[config.mk]
export PLATFORM = sky130hd
export DESIGN_NAME = gfcc_queue
export DESIGN_NICKNAME = d
export VERILOG_FILES = /design/src/rtl/core/gfcc_pkg.sv /design/src/rtl/core/gfcc_queue.sv
export VERILOG_INCLUDE_DIRS = /design/src /design/src/rtl/core
export SDC_FILE = /design/constraint.sdc
export NUM_CORES = 1
export LEC_CHECK = 0
export BUFFER_PORTS_ARGS = -buffer_cell sky130_fd_sc_hd__buf_2
export CORE_MARGIN = 5
export CORE_UTILIZATION = 49
export CTS_BUF_LIST = sky130_fd_sc_hd__clkbuf_4
export DETAILED_ROUTE_END_ITERATION = 10
export PLACE_DENSITY = 0.79
export RECOVER_POWER = 100
export SLEW_MARGIN = 20
export SYNTH_ARGS = -nofsm -noshare
export SYNTH_HDL_FRONTEND = slang
export SYNTH_SLANG_ARGS = --single-unit
[constraint.sdc]
create_clock -name clk -period 4.5 [get_ports clk]
set_clock_uncertainty 0.05 [all_clocks]
set_input_delay 0.675 -clock clk [delete_from_list [all_inputs] [get_ports clk]]
set_output_delay 0.675 -clock clk [all_outputs]
set_load 0.01 [all_outputs]
[src/rtl/core/grid_footprint_collision_check_unit_assert.svh]
// ----------------------------------------------------------------------------
// Grid footprint collision check - assertion macros
// Shared property forms used by the RTL modules of the unit.
// ----------------------------------------------------------------------------
`ifndef GRID_FOOTPRINT_COLLISION_CHECK_UNIT_ASSERT_SVH
`define GRID_FOOTPRINT_COLLISION_CHECK_UNIT_ASSERT_SVH

// Same-cycle implication, disabled in reset.
`define GFCC_ASSERT_IMP(lbl, ant, cons, msg) \
    lbl: assert property (@(posedge clk) disable iff (!rst_n) (ant) |-> (cons)) \
        else $error(msg);

// Next-cycle implication, disabled in reset.
`define GFCC_ASSERT_NXT(lbl, ant, cons, msg) \
    lbl: assert property (@(posedge clk) disable iff (!rst_n) (ant) |=> (cons)) \
        else $error(msg);

`endif

[src/rtl/core/gfcc_pkg.sv]
// ----------------------------------------------------------------------------
// gfcc_pkg
// Types, constants and helper functions of the footprint collision check.
// ----------------------------------------------------------------------------
package gfcc_pkg;

    localparam int GRID_SIZE   = 512;
    localparam int IDX_W       = $clog2(GRID_SIZE);
    localparam int ADDR_W      = 2 * IDX_W;
    localparam int GRID_CELLS  = GRID_SIZE * GRID_SIZE;
    localparam int RING_COUNT  = 4;
    localparam int RING_W      = (RING_COUNT > 1) ? $clog2(RING_COUNT) : 1;
    localparam int ANGLE_COUNT = 8;
    localparam int ANG_W       = $clog2(ANGLE_COUNT);
    localparam int ANG_STEP    = 16 / ANGLE_COUNT;

    localparam int POS_W   = 16;
    localparam int SCALE_W = 16;
    localparam int PROD_W  = POS_W + SCALE_W;   // Q.20 grid units
    localparam int Q_W     = PROD_W + 2;        // signed, room for offsets
    localparam int FRAC_W  = 20;
    localparam int WHOLE_W = Q_W - FRAC_W;
    localparam int OFF_W   = 12;                // ring * cos, Q.8 signed
    localparam int OFF_SHIFT = 12;              // Q.8 -> Q.20

    localparam logic [SCALE_W-1:0] SCALE_RESET = SCALE_W'(13107);

    localparam int QUEUE_DEPTH = 2;
    localparam int QPTR_W      = $clog2(QUEUE_DEPTH);
    localparam int QCNT_W      = $clog2(QUEUE_DEPTH + 1);

    // Command codes
    localparam logic CMD_WRITE = 1'b0;
    localparam logic CMD_QUERY = 1'b1;

    // cos in Q.8 at multiples of 22.5 degrees
    localparam logic signed [9:0] COS_Q8 [16] = '{
        10'sd256, 10'sd237, 10'sd181, 10'sd98, 10'sd0, -10'sd98, -10'sd181, -10'sd237,
        -10'sd256, -10'sd237, -10'sd181, -10'sd98, 10'sd0, 10'sd98, 10'sd181, 10'sd237
    };

    // One queued request: classified by the front, run by the back.
    typedef struct packed {
        logic              is_query;
        logic [PROD_W-1:0] cx;
        logic [PROD_W-1:0] cy;
        logic [IDX_W-1:0]  row;
        logic [IDX_W-1:0]  col;
        logic              free;
    } gfcc_req_t;

    // Queue handshake towards the back
    typedef struct packed {
        logic head_valid;
        logic full;
    } gfcc_qstat_t;

    function automatic logic signed [OFF_W-1:0] ring_offset(
        input logic [RING_W-1:0] ring,
        input logic [3:0]        k
    );
        logic signed [OFF_W-1:0] c;
        logic signed [OFF_W-1:0] r;
        c = OFF_W'(COS_Q8[k]);
        r = signed'(OFF_W'(ring));
        return OFF_W'(c * r);
    endfunction

    // Round half up (value is non-negative there) and saturate to the grid.
    function automatic logic [IDX_W-1:0] to_cell(input logic signed [Q_W-1:0] q);
        logic [Q_W-1:0]     rnd;
        logic [WHOLE_W-1:0] whole;
        rnd   = $unsigned(q) + (Q_W'(1) << (FRAC_W - 1));
        whole = rnd[Q_W-1:FRAC_W];
        if (q < 0)
            return '0;
        else if (whole > WHOLE_W'(GRID_SIZE - 1))
            return IDX_W'(GRID_SIZE - 1);
        else
            return whole[IDX_W-1:0];
    endfunction

    function automatic logic on_border(input logic [IDX_W-1:0] idx);
        return (idx == '0) || (idx == IDX_W'(GRID_SIZE - 1));
    endfunction

endpackage

[src/rtl/core/gfcc_queue.sv]
// ----------------------------------------------------------------------------
// gfcc_queue
// Small FIFO of classified requests between front and back.
// ----------------------------------------------------------------------------
`include "grid_footprint_collision_check_unit_assert.svh"

module gfcc_queue
    import gfcc_pkg::*;
(
    input  logic        clk,
    input  logic        rst_n,
    input  logic        push,
    input  gfcc_req_t   push_req,
    input  logic        pop,
    output gfcc_req_t   head_req,
    output gfcc_qstat_t qstat
);

    gfcc_req_t          entry_reg [QUEUE_DEPTH];
    logic [QPTR_W-1:0]  wr_ptr_reg, wr_ptr_next;
    logic [QPTR_W-1:0]  rd_ptr_reg, rd_ptr_next;
    logic [QCNT_W-1:0]  count_reg, count_next;

    always_comb
    begin
        wr_ptr_next = wr_ptr_reg;
        rd_ptr_next = rd_ptr_reg;
        count_next  = count_reg;
        if (push)
            wr_ptr_next = (wr_ptr_reg == QPTR_W'(QUEUE_DEPTH - 1)) ? '0 : wr_ptr_reg + 1'b1;
        if (pop)
            rd_ptr_next = (rd_ptr_reg == QPTR_W'(QUEUE_DEPTH - 1)) ? '0 : rd_ptr_reg + 1'b1;
        if (push && !pop)
            count_next = count_reg + 1'b1;
        else if (pop && !push)
            count_next = count_reg - 1'b1;
    end

    always_ff @(posedge clk or negedge rst_n)
    begin
        if (!rst_n)
        begin
            wr_ptr_reg <= '0;
            rd_ptr_reg <= '0;
            count_reg  <= '0;
        end
        else
        begin
            wr_ptr_reg <= wr_ptr_next;
            rd_ptr_reg <= rd_ptr_next;
            count_reg  <= count_next;
        end
    end

    always_ff @(posedge clk)
    begin
        if (push)
            entry_reg[wr_ptr_reg] <= push_req;
    end

    assign head_req         = entry_reg[rd_ptr_reg];
    assign qstat.head_valid = (count_reg != '0);
    assign qstat.full       = (count_reg == QCNT_W'(QUEUE_DEPTH));

    `GFCC_ASSERT_IMP(a_no_pop_empty, pop, count_reg != '0, "pop from empty queue")
    `GFCC_ASSERT_IMP(a_count_range, 1'b1, count_reg <= QCNT_W'(QUEUE_DEPTH),
                     "queue count out of range")

endmodule

# Word-level counts from Yosys, hierarchy flattened
# Memories as Yosys holds them, arrays and structs flattened.
# Cells that the tools add are included.
[word_totals]
reg_bits = 4
mem_bits_rw = 168
out_inout_bits = 86
word_cells = 21
n_memories = 1
[memory_table]
columns = ["name", "words", "word_bits", "read_ports", "rd_clocked_by_memory_dff", "write_ports", "line_no", "text"]
rows = [
  ["entry_reg", 2, 84, 1, 0, 1, "gfcc_queue.sv:19", "gfcc_req_t entry_reg [QUEUE_DEPTH];"],
]
[classes]
addsub = 4
eq_ne = 1
mux = 6
reduce_logical = 6
[op_table]
columns = ["cell", "n"]
rows = [
  ["$mux W1", 4],
  ["$mux W2", 2],
  ["$reduce_bool A2 Y1", 2],
  ["$add A1 B1 Y1 const B", 2],
  ["$add A2 B1 Y2 const B", 1],
  ["$eq A2 B2 Y1 const B", 1],
  ["$logic_and A1 B1 Y1", 2],
  ["$logic_not A1 Y1", 2],
  ["$sub A2 B1 Y2 const B", 1],
]

# Longest topological paths before layout
[depth]
ltp_word = 4
ltp_mapped = 5
ltp_nobuf = 5

# Worst setup path after synthesis
# Ideal clock, no wire load.
[synth_path]
path_type = "input port to flip-flop"
startpoint = "input push"
endpoint = "memory entry_reg[0][0] in the netlist's numbering, enable pin"
setup_ns = 0.537
arrival_ns = 4.344
required_ns = 3.913
path_slack_ns = -0.431
stages = 1
n_path_buf = 0
path_cell_list = "nor2b_1"
[synth_via]
elab_chain_cells = 2
[synth_rtl]
columns = ["item", "line_no", "text"]
rows = [
  ["from (decl)", "gfcc_queue.sv:12", "input logic push,"],
  ["$mux W1", "gfcc_queue.sv:57", "if (push)"],
  ["$mux W1 (implied by the code)", "gfcc_queue.sv:58", "entry_reg[wr_ptr_reg] <= push_req;"],
  ["to (decl)", "gfcc_queue.sv:19", ""],
]
# No other way between the ends.

==> reports/qor.txt <==
Syn avg cell area: 22.59 um^2
Worst rel slew slack: -45.80%
CP max FO: 44
Multi-input combinational cell area: 1041 um^2
CTS sink cnt: 172
First-pass GRT wire length: 16,620 um
Buf+Inv Stages, Crit Path: 2
Via count: 3,149
Cells after Synth: 277
Max FFs per register: 168
Status: complete, but fails checks
Full die area: 15,130 um^2
Peak VDD IR: 0.3064 mV
Sw Share: 30.14%
Comb power frac: 26.0%
Die Height: 123.0 um
Via density: 4.852
Internal Power: 3049 uW
Post-route ant nets: 0
Slew Viols, Final: 85
Num rows: 41
GRT Util Overall: 14.78%
Global route overflow: 0
Drt first pass iters: 4
Worst skew pair latency: 0.53 ns
Flop pwr share: 52.3%
PD cells: 583.9 nW/um^2
Input/output buffers: 173
Flops & latches, synth: 172
Psw: 1316 uW
CP Launch Type: register
Period utilization: 66.13%
Clock power share: 21.7%
Area grow syn2layout: 19.43%
Slowest cell delay on critical path: 0.81 ns
Hold Violations, Final: 0
Number of DRC markers in iteration 0: 237
Yosys cell types: 15
Initial antenna violation count: 0
Failing checks: max-capacitance violations, max-slew violations
H-tree depth: 4
Synth Warn #: 0
Fraction of layout cells with a size suffix above 1: 23.90%
Cell family with the largest share of critical-path delay: flip-flops
Min cycle time layout: 2.976 ns
CTS tree: done
Worst hold path type: input pin to register
Vias in the first global route: 3,386
Clock transition at the registers of the reported paths: 0.13 ns
Req. time, crit path: 3.77 ns
Max clock buf depth: 2
GPL Wtd Cong: 0.7248
Drc violations: 0
Largest net degree at the start of global routing: 86
Final setup viols: 0
Leakage: 0.002527 uW
Worst Tran Pin Value: 2.187 ns
Diode count: 0
RSZ-0062 raised after global routing: false
Max stage delay cell, worst path: dfrtp_4
Setup WS pre-CTS: 1.971 ns
Worst setup margin: 1.524 ns
Root buffer cell: clkbuf_4
# IOs: 174
Crit end category: primary output
Fmax: 336.0 MHz
Number of buffers created by CTS: 17
Tot Pwr: 4365 uW
Starting density of the core: 49.80%
Total wire length: 10,790 um
TNS Setup: 0 ns
Final #Nets: 553
DP Wirelength: 6990 um
Avg WL per Cell: 16.63 um
Register area: 5149 um^2
Crit Path Category: register to primary output
Die X: 123.0 um
Fill cells: 998
Crit path cell chain: buf_12 > mux2_1 > buf_2
Syn nets: 366
WP data arrival: 2.25 ns
Maxcap violations: 1
Mapped Area: 6259 um^2
Sequential-to-total area share from yosys stat: 82.21%
Placeable Area: 12,570 um^2
## logic make-up (layout without fill, tap and decap cells)
family | count (synthesis) | count (layout) | share of synthesized area (%)
buffers and inverters | 10 | 210 | 1.319
multiplexers | 84 | 84 | 15.11
XOR/XNOR | 5 | 5 | 0.6997
flip-flops | 172 | 172 | 82.21
adder cells (fa/ha/maj) | 1 | 1 | 0.1999
AND/OR/NAND/NOR | 5 | 5 | 0.4599
## placed cells by master (no fill, tap or decap)
cell type and n:
and2_4 1, buf_12 1, buf_2 45, bufinv_16 4, clkbuf_1 129, clkbuf_2 1
clkbuf_4 17, clkinv_1 1, clkinv_2 4, clkinv_4 1, clkinvlp_4 2, dfrtp_1 3
dfrtp_4 1, dlygate4sd3_1 1, edfxtp_1 168, ha_1 1, inv_1 1, inv_6 3
mux2_1 52, mux2_2 32, nor2_1 1, nor2b_1 1, nor2b_4 1, or2_2 1
xnor2_1 1, xor2_1 4
## power by group through the flow
stage,Clock [uW],Combinational (uW),Sequential [uW]
after floorplan,0,852,2230
after global placement,0,1150,2380
after detailed placement,0,1150,2390
after CTS,981,1160,2360
after global routing,1070,1240,2320
final,945,1140,2280
## synthesized netlist by cell type (all sizes together)
| cell | instances | area share, % |
|---|---|---|
| and2 | 1 | 0.10 |
| mux2 | 84 | 15 |
| xnor2 | 1 | 0.14 |
| inv | 1 | 0.060 |
| dfrtp | 4 | 1.6 |
| ha | 1 | 0.20 |
| or2 | 1 | 0.10 |
| nor2b | 2 | 0.20 |
| xor2 | 4 | 0.56 |
| buf | 9 | 1.3 |
| edfxtp | 168 | 81 |
| nor2 | 1 | 0.060 |
## worst paths after layout
| kind | to | start | slack (ns) | cells past startpoint |
|---|---|---|---|---|
| max | head_req[73] | rd_ptr_reg | 1.52 | 3 |
| min | entry_reg[0][62] | push_req[62] | 0.26 | 1 |
| max reg2reg | entry_reg[0][47] | wr_ptr_reg | 1.89 | 2 |
| min reg2reg | count_reg[1] | count_reg[1] | 0.44 | 1 |
| max in group asynchronous | rd_ptr_reg | rst_n | 3.74 | 2 |
| min in group asynchronous | rd_ptr_reg | rst_n | 0.45 | 2 |
## metrics by stage
| step | hold slack, ns | cells | utilization, % | cell area [um^2] |
|---|---|---|---|---|
| final | 0.2634 | 649 | 59.47 | 7475 |
| after global routing | 0.1667 | 649 | 59.47 | 7475 |
| after CTS | 0.1924 | 648 | 60.64 | 7621 |
| after detailed placement | 0.4310 | 615 | 58.00 | 7289 |
| after global placement | 0.4161 | 615 | 58.00 | 7289 |
| after floorplan | 0.3294 | 277 | - | 6261 |
## what timing repair did
action	in CTS	in global routing
gates resized for setup	0	0
setup buffers	0	0
hold buffers	1	0
hold endpoints to repair	4	0
## metal layers
metal,up-vias,GRT usage [%],wire (um)
li1,1480,-,-
met1,1535,17.82,4292
met2,120,23.47,5380
met3,14,6.862,1002
met4,0,5.398,119
met5,-,0,0
## final cells by class
class                   count  share of cell area, %
well taps                 172                  2.879
flip-flops and latches    172                  68.88
clock buffers              17                  1.707
multi-input cells          95                  13.93
repair buffers            177                  9.960
clock inverters            15                  2.595
inverters                   1                0.05022
Note: power is estimated with default switching activity, not from simulation.
