[src/rtl/core/grid_footprint_collision_check_unit_assert.svh]
// ----------------------------------------------------------------------------
// Grid footprint collision check - assertion macros
// Shared property forms used by the RTL modules of the unit.
// ----------------------------------------------------------------------------
`ifndef GRID_FOOTPRINT_COLLISION_CHECK_UNIT_ASSERT_SVH
`define GRID_FOOTPRINT_COLLISION_CHECK_UNIT_ASSERT_SVH

// Same-cycle implication, disabled in reset.
`define GFCC_ASSERT_IMP(lbl, ant, cons, msg) \
    lbl: assert property (@(posedge clk) disable iff (!rst_n) (ant) |-> (cons)) \
        else $error(msg);

// Next-cycle implication, disabled in reset.
`define GFCC_ASSERT_NXT(lbl, ant, cons, msg) \
    lbl: assert property (@(posedge clk) disable iff (!rst_n) (ant) |=> (cons)) \
        else $error(msg);

`endif

[src/rtl/core/gfcc_pkg.sv]
// ----------------------------------------------------------------------------
// gfcc_pkg
// Types, constants and helper functions of the footprint collision check.
// ----------------------------------------------------------------------------
package gfcc_pkg;

    localparam int GRID_SIZE   = 512;
    localparam int IDX_W       = $clog2(GRID_SIZE);
    localparam int ADDR_W      = 2 * IDX_W;
    localparam int GRID_CELLS  = GRID_SIZE * GRID_SIZE;
    localparam int RING_COUNT  = 4;
    localparam int RING_W      = (RING_COUNT > 1) ? $clog2(RING_COUNT) : 1;
    localparam int ANGLE_COUNT = 8;
    localparam int ANG_W       = $clog2(ANGLE_COUNT);
    localparam int ANG_STEP    = 16 / ANGLE_COUNT;

    localparam int POS_W   = 16;
    localparam int SCALE_W = 16;
    localparam int PROD_W  = POS_W + SCALE_W;   // Q.20 grid units
    localparam int Q_W     = PROD_W + 2;        // signed, room for offsets
    localparam int FRAC_W  = 20;
    localparam int WHOLE_W = Q_W - FRAC_W;
    localparam int OFF_W   = 12;                // ring * cos, Q.8 signed
    localparam int OFF_SHIFT = 12;              // Q.8 -> Q.20

    localparam logic [SCALE_W-1:0] SCALE_RESET = SCALE_W'(13107);

    localparam int QUEUE_DEPTH = 2;
    localparam int QPTR_W      = $clog2(QUEUE_DEPTH);
    localparam int QCNT_W      = $clog2(QUEUE_DEPTH + 1);

    // Command codes
    localparam logic CMD_WRITE = 1'b0;
    localparam logic CMD_QUERY = 1'b1;

    // cos in Q.8 at multiples of 22.5 degrees
    localparam logic signed [9:0] COS_Q8 [16] = '{
        10'sd256, 10'sd237, 10'sd181, 10'sd98, 10'sd0, -10'sd98, -10'sd181, -10'sd237,
        -10'sd256, -10'sd237, -10'sd181, -10'sd98, 10'sd0, 10'sd98, 10'sd181, 10'sd237
    };

    // One queued request: classified by the front, run by the back.
    typedef struct packed {
        logic              is_query;
        logic [PROD_W-1:0] cx;
        logic [PROD_W-1:0] cy;
        logic [IDX_W-1:0]  row;
        logic [IDX_W-1:0]  col;
        logic              free;
    } gfcc_req_t;

    // Queue handshake towards the back
    typedef struct packed {
        logic head_valid;
        logic full;
    } gfcc_qstat_t;

    function automatic logic signed [OFF_W-1:0] ring_offset(
        input logic [RING_W-1:0] ring,
        input logic [3:0]        k
    );
        logic signed [OFF_W-1:0] c;
        logic signed [OFF_W-1:0] r;
        c = OFF_W'(COS_Q8[k]);
        r = signed'(OFF_W'(ring));
        return OFF_W'(c * r);
    endfunction

    // Round half up (value is non-negative there) and saturate to the grid.
    function automatic logic [IDX_W-1:0] to_cell(input logic signed [Q_W-1:0] q);
        logic [Q_W-1:0]     rnd;
        logic [WHOLE_W-1:0] whole;
        rnd   = $unsigned(q) + (Q_W'(1) << (FRAC_W - 1));
        whole = rnd[Q_W-1:FRAC_W];
        if (q < 0)
            return '0;
        else if (whole > WHOLE_W'(GRID_SIZE - 1))
            return IDX_W'(GRID_SIZE - 1);
        else
            return whole[IDX_W-1:0];
    endfunction

    function automatic logic on_border(input logic [IDX_W-1:0] idx);
        return (idx == '0) || (idx == IDX_W'(GRID_SIZE - 1));
    endfunction

endpackage

[src/rtl/core/gfcc_front.sv]
// ----------------------------------------------------------------------------
// gfcc_front
// Takes requests, holds the scale register, scales query positions to Q.20.
// ----------------------------------------------------------------------------
`include "grid_footprint_collision_check_unit_assert.svh"

module gfcc_front
    import gfcc_pkg::*;
(
    input  logic               clk,
    input  logic               rst_n,
    input  logic               start,
    input  logic               cmd,
    input  logic [POS_W-1:0]   pos_x,
    input  logic [POS_W-1:0]   pos_y,
    input  logic [IDX_W-1:0]   cell_row,
    input  logic [IDX_W-1:0]   cell_col,
    input  logic               cell_free,
    input  logic               cfg_we,
    input  logic [SCALE_W-1:0] cfg_wdata,
    input  gfcc_qstat_t        qstat,
    output logic               busy,
    output logic               push,
    output gfcc_req_t          push_req
);

    logic [SCALE_W-1:0] scale_reg;

    always_ff @(posedge clk or negedge rst_n)
    begin
        if (!rst_n)
            scale_reg <= SCALE_RESET;
        else if (cfg_we)
            scale_reg <= cfg_wdata;
    end

    assign busy = qstat.full;
    assign push = start && !qstat.full;

    always_comb
    begin
        push_req          = '0;
        push_req.is_query = (cmd == CMD_QUERY);
        push_req.row      = cell_row;
        push_req.col      = cell_col;
        push_req.free     = cell_free;
        // exact: 16 x 16 fits 32 bits
        push_req.cx       = PROD_W'(pos_x * scale_reg);
        push_req.cy       = PROD_W'(pos_y * scale_reg);
    end

    `GFCC_ASSERT_IMP(a_busy_blocks, start && busy, !push, "request taken while busy")

endmodule

[config.mk]
export PLATFORM = sky130hd
export DESIGN_NAME = gfcc_front
export DESIGN_NICKNAME = d
export VERILOG_FILES = /design/src/rtl/core/gfcc_pkg.sv /design/src/rtl/core/gfcc_front.sv
export VERILOG_INCLUDE_DIRS = /design/src /design/src/rtl/core
export SDC_FILE = /design/constraint.sdc
export NUM_CORES = 1
export LEC_CHECK = 0
export ABC_AREA = 1
export ABC_CLOCK_PERIOD_IN_PS = 8250
export BUFFER_PORTS_ARGS = -buffer_cell sky130_fd_sc_hd__buf_4
export CAP_MARGIN = 5
export CORE_UTILIZATION = 40
export DETAILED_ROUTE_END_ITERATION = 8
export HOLD_SLACK_MARGIN = 0.05
export PLACE_DENSITY = 0.61
export SYNTH_ARGS = -nofsm -noshare
export SYNTH_HDL_FRONTEND = slang
export SYNTH_SLANG_ARGS = --single-unit
[constraint.sdc]
create_clock -name clk -period 8.25 [get_ports clk]
set_clock_uncertainty 0.05 [all_clocks]
set_input_delay 0.825 -clock clk [delete_from_list [all_inputs] [get_ports clk]]
set_output_delay 0.825 -clock clk [all_outputs]
set_load 0.01 [all_outputs]
Word level (Yosys, flattened, before mapping). Cells that the tools add are included.

Multipliers: 2. Reductions and logical operators: 2.

Operators with widths (number): 16-bit by 16-bit multiplier with 32-bit output (2); 1-bit logical AND (1); 1-bit logical NOT (1).

Register bits: 16. Output and inout bits: 86. Logic and storage cells: 5.

Depth between registers and ports, before layout. Gate-level depths: netlist (run 1).

Word-level depth: 2. Mapped depth: 25. Mapped depth without buffers: 23.

Least setup slack after synthesis (run 1). No wires, ideal clock.

Path kind: input-to-output. From: input pos_x[7]. To: output push_req[68] (netlist name). Arrival: 5.637 ns. Path slack: 1.738 ns. Cell stages on the path: 22. Buffers on the path: 2. Cell sequence: clkbuf_1 clkbuf_1 nand2_1 fa_1 inv_1 fa_1 inv_1 fa_1 inv_1 fa_1 fa_1 inv_1 fa_1 inv_1 ha_1 nand2_1 nor2_1 nand2_1 nand2_1 inv_1 nand2_1 xor2_1.

RTL lines: start: declaration (line gfcc_front.sv:14) `input logic [POS_W-1:0] pos_x,`; end: declaration (line gfcc_front.sv:24) `output gfcc_req_t push_req`.

==> impl_metrics.py, run 1 <==
metrics = {
    "cts": {
        "cts_tree": "built",
        "hold_buffers": 0,
        "insertion_delay_ps": 260,
        "cts-root-buf": "clkbuf_16",
        "cts_setup_buffers": 0,
        "htree_levels": 1,
        "numCtsBuffers": 3,
        "clk_pin_slew_ps": 70,
        "clock-sinks": 16,
        "cts.path.max_buffers": 2,
        "cts_resized": 0,
    },
    "floorplan": {
        "core_sq_mm": 0.04805,
        "dieArea_sq_mm": 0.04990,
        "die_width_microns": 223.4,
        "start_util": 0.4080,
        "ios": 160,
        "dieHeight_microns": 223.4,
        "fp-row-count": 80,
    },
    "grt": {
        "antenna_found_initial": 1,
        "grt_max_degree": 34,
        "grt_overflow": 0,
        "grt_pass1_wl_mm": 84.06,
        "grt_pass1_vias": 17550,
        "gr-usage-all-layers": 0.2067,
    },
    "synth": {
        "syn-instance-count": 2793,
        "async_flop_share": 1.000,
        "ys_top_cells_by_area": "fa_1 40%, nand2_1 18%, inv_1 17%, ha_1 13%, clkbuf_1 2.5%",
        "syn_avg_cell_area_sq_um": 7.019,
        "synth_cell_type_count": 25,
        "synth-main-ff-cell": "dfstp_2",
        "synth_nets": 3463,
        "yosysWarnings": 0,
        "synth_area_sq_mm": 0.01960,
        "yosys.cell_count.top_type": "nand2_1",
        "synth-edff-count": 0,
        "synth_top_area_frac": 0.3962,
        "yosys.area.top_type": "fa_1",
        "seq_area_frac_synth": 0.02093,
        "ys_ff_latch": 16,
        "synthTopCellsByCount": "916 x nand2_1, 863 x inv_1, 388 x fa_1",
    },
    "sta": {
        "fin_crit_ps": 7082,
        "maxSlewHeadroom": 0.2542,
        "rsz0062_at_grt": "false",
        "worst_pin_slew_ps": 1119,
        "setup_tns_ps": 0,
        "fmax_ghz": 0.1412,
        "finalSetupViolations": 0,
        "finalMaxSlewViolations": 0,
        "finalCritPeriodShare": 0.8584,
        "final-hold-violation-count": 0,
    },
    "flow_run": {
        "max_cap_viol_count": 0,
    },
    "worst_setup_path": {
        "crit_buf_inv": 4,
        "cp_top_family": "adder cells",
        "critical_path.cell_chain": "nand2_1 > fa_1 > fa_1 > fa_1 > fa_1 > inv_1 > fa_1 > inv_1 > fa_1 > inv_1 > ha_1 > nand2_1 > nor2_1 > nand3_1 > nand3_2 > nand2_1 > nand2_1 > nand2_1 > nand2_1 > buf_4",
        "cp-start-kind": "register",
        "endpoint_kind": "primary output",
        "worstPathArrival_ps": 6210,
        "cp_max_fo": 33,
        "critPathSlowestCell": "dfstp_2",
        "cp-startpoint": "scale_reg[1]",
        "crit_type": "register to primary output",
        "max_stage_delay_ps": 1060,
        "required_ps": 7380,
        "timing.rr.start": "scale_reg[11]",
    },
    "routing": {
        "wl_met3_mm": 1.856,
        "ant_nets": 0,
        "firstDrtPassIters": 5,
        "dr.first_iter.drc_count": 630,
        "m1WireLength_mm": 20.17,
        "routedWlPerCell_microns": 14.26,
        "wirelength_mm": 48.34,
        "via_per_inst": 4.700,
        "via_count": 15940,
        "wl_met2_mm": 25.37,
        "drc": 0,
        "top_layer": "met5",
    },
    "final_layout": {
        "nets": 3447,
        "layout-drive-gt1-share": 0.06340,
        "largest_register_ff_count": 16,
        "area_delta_synth_final_pct": 6.050,
        "diodes": 0,
    },
    "run_status": {
        "status": "completed",
    },
    "placement": {
        "dp_hpwl_mm": 41.04,
        "gp_congestion": 0.8809,
        "portBuffers": 118,
    },
    "hold_path": {
        "hp-class": "input pin to async pin",
    },
}
-- logic make-up after synthesis --
family	after synthesis	share of synthesized area
AO/OA/AOI/OAI	39	0.01047
XOR/XNOR	36	0.01608
adder cells (fa/ha/maj)	596	0.5290
buffers and inverters	1014	0.1983
flip-flops	16	0.02093
multiplexers	16	0.009191
AND/OR/NAND/NOR	1076	0.2160
-- stage by stage --
step	util	instances	instance area, sq um	worst slack (ps)	hold WS, ps
floorplan	-	2793	19600	1738	479.4
global placement	0.4309	3387	20700	1510	662.9
detailed placement	0.4309	3387	20700	1487	664.7
CTS	0.4327	3391	20790	1167	370.5
global route	0.4327	3391	20790	766.1	381.7
finish	0.4327	3391	20790	1168	361.6
-- per-layer routing --
layer,vias to the layer above,track usage
met1,7787,0.2502
li1,7711,-
met2,371,0.3928
met5,-,0
met3,66,0.01291
met4,2,0.05656
-- worst reg2reg max path: stages, from the launching register on --
cell and delay [ps]:
dfrtp_1 860, buf_4 380, mux2_2 190
-- final timing paths --
check,to,slack [ps],cells after the start
worst max-delay path,push_req[42],1170,20
worst min-delay path,scale_reg[7],360,1
worst max register to register,scale_reg[11],6710,2
worst min register to register,scale_reg[15],750,2
max in group asynchronous,scale_reg[9],7500,1
min in group clk,scale_reg[14],720,2
-- layout by cell type, fill, tap and decap left out --
master and n:
ha_1 208, nand2_1 916, o21ai_0 1, buf_4 130, clkbuf_16 3, dfrtp_1 8
a21oi_1 34, xnor2_1 4, nand3b_2 1, and3_1 1, clkbuf_8 1, nor2_1 69
nand3_2 10, nor2_2 6, nand3b_1 2, fa_1 388, o21bai_1 2, xor2_1 32
nand4_1 9, nand2_2 1, nand3_1 61, dfstp_2 8, a21o_1 2, inv_1 863
mux2_2 16
-- cell type report --
cell class	instances	area (sq um)
clock buffer	4	88.84
fill	4924	27260
inverter	863	3239
multi-input combinational	1763	15310
sequential	16	410.4
tap	615	769.5
timing repair buffer	130	975.9
Power of run 1 is not shown: default switching activity piles up to over one toggle a cycle in this logic, so the estimate is an artifact.
==> run 2: changes to the inputs <==
--- a/config.mk
+++ b/config.mk
@@ -7,11 +7,12 @@
 export NUM_CORES = 1
 export LEC_CHECK = 0
 export ABC_AREA = 1
-export ABC_CLOCK_PERIOD_IN_PS = 8250
+export ABC_CLOCK_PERIOD_IN_PS = 8100
 export BUFFER_PORTS_ARGS = -buffer_cell sky130_fd_sc_hd__buf_4
 export CAP_MARGIN = 5
 export CORE_UTILIZATION = 40
 export DETAILED_ROUTE_END_ITERATION = 8
+export GPL_ROUTABILITY_DRIVEN = 0
 export HOLD_SLACK_MARGIN = 0.05
 export PLACE_DENSITY = 0.61
 export SYNTH_ARGS = -nofsm -noshare
==> constraint.sdc (replaced) <==
create_clock -name clk -period 8.1 [get_ports clk]
set_clock_uncertainty 0.05 [all_clocks]
set_input_delay 0.81 -clock clk [delete_from_list [all_inputs] [get_ports clk]]
set_output_delay 0.81 -clock clk [all_outputs]
set_load 0.01 [all_outputs]
==> impl_metrics.py, run 2 (synthesized netlist as in run 1, its figures left out) <==
metrics = {
    "floorplan": {
        "dieArea_sq_mm": 0.04990,
        "core_sq_mm": 0.04805,
        "ios": 160,
        "start_util": 0.4080,
        "die_width_microns": 223.4,
        "fp-row-count": 80,
        "dieHeight_microns": 223.4,
    },
    "worst_setup_path": {
        "worstReg2RegEnd": "scale_reg[1]",
        "required_ps": 7240,
        "max_stage_delay_ps": 1050,
        "crit_type": "register to primary output",
        "cp-startpoint": "scale_reg[8]",
        "endpoint_kind": "primary output",
        "worstPathArrival_ps": 6140,
        "r2r_cells": 2,
        "critical_path.cell_chain": "nand2_1 > fa_1 > inv_1 > fa_1 > inv_1 > fa_1 > inv_1 > fa_1 > fa_1 > fa_1 > ha_1 > nand2_1 > nor2_1 > nand3_1 > nand3_2 > nand2_1 > nand2_1 > nand2_1 > nand2_1 > buf_4",
        "cp_max_fo": 33,
        "critPathSlowestCell": "dfstp_2",
        "reg2reg_slack_ps": 6610,
        "cp-start-kind": "register",
        "timing.rr.start": "scale_reg[1]",
        "endpoint": "push_req[50]",
    },
    "sta": {
        "finalCritPeriodShare": 0.8639,
        "setup_tns_ps": 0,
        "fin_crit_ps": 6998,
        "maxSlewHeadroom": 0.4513,
        "finalMaxSlewViolations": 0,
        "fmax_ghz": 0.1429,
        "worst_pin_slew_ps": 823.1,
        "rsz0062_at_grt": "false",
        "finalSetupViolations": 0,
        "final-hold-violation-count": 0,
    },
    "cts": {
        "clk_pin_slew_ps": 60,
        "cts_setup_buffers": 0,
        "cts-root-buf": "clkbuf_16",
        "cts_tree": "built",
        "numCtsBuffers": 3,
        "htree_levels": 1,
        "hold_buffers": 0,
        "cts_resized": 0,
        "insertion_delay_ps": 260,
        "cts.path.max_buffers": 2,
        "clock-sinks": 16,
    },
    "grt": {
        "gr-usage-all-layers": 0.2030,
        "grt_pass1_wl_mm": 82.83,
        "grt_max_degree": 34,
        "grt_overflow": 0,
        "antenna_found_initial": 1,
        "grt_pass1_vias": 17220,
    },
    "run_status": {
        "status": "completed",
    },
    "routing": {
        "via_per_inst": 4.680,
        "ant_nets": 0,
        "routedWlPerCell_microns": 14.11,
        "wirelength_mm": 47.85,
        "firstDrtPassIters": 6,
        "dr.first_iter.drc_count": 723,
        "via_count": 15870,
        "drc": 0,
    },
    "final_layout": {
        "fin_cells": 3392,
        "layout-drive-gt1-share": 0.06374,
        "area_delta_synth_final_pct": 6.089,
        "largest_register_ff_count": 16,
        "final_common_cell": "nand2_1",
        "post-route-util": 0.4329,
        "diodes": 0,
        "final_cell_mix": "916 x nand2_1, 863 x inv_1, 388 x fa_1",
        "nets": 3448,
    },
    "placement": {
        "portBuffers": 118,
        "dp_hpwl_mm": 40.71,
        "place_inst": 3388,
    },
    "hold_path": {
        "hp-class": "input pin to async pin",
    },
    "flow_run": {
        "max_cap_viol_count": 0,
    },
}
## run 2: metrics by stage
stage	hold slack, ps	cell area (sq um)	worst slack [ps]
after floorplan	464.4	19600	1618
after global placement	646.7	20710	1411
after detailed placement	651.2	20710	1395
after CTS	362.2	20800	1102
after global routing	378.2	20800	814.0
final	369.5	20800	1102
## run 2: cell type report
class	count	area [sq um]
Tap cell	615	769.5
Fill cell	4982	27250
Timing Repair Buffer	131	983.4
Multi-Input combinational cell	1763	15310
Sequential cell	16	410.4
Inverter	863	3239
Clock buffer	4	88.84
## run 2: worst min-delay path by stage
stage	endpoint	cells past startpoint	slack (ps)
floorplan	scale_reg[10]	0	460
global placement	scale_reg[2]	1	650
detailed placement	scale_reg[2]	1	650
CTS	scale_reg[7]	1	360
global route	scale_reg[10]	1	380
finish	scale_reg[7]	1	370
## run 2: routing by layer
metal	vias to the layer above	track usage	routed length [microns]
met3	50	0.007639	1435
met4	0	0.04662	782
met5	-	0	0
met1	7794	0.2511	20440
li1	7726	-	-
met2	303	0.3876	25190
## run 2: worst max-delay path, delay by kind of cell, from the launching register on
| family | cells | cell delay [ps] |
|---|---|---|
| adder cells (fa/ha/maj) | 7 | 3400 |
| AND/OR/NAND/NOR | 9 | 1140 |
| flip-flops | 1 | 1050 |
| buffers and inverters | 4 | 280 |
Power of run 2 is left out for the same reason.
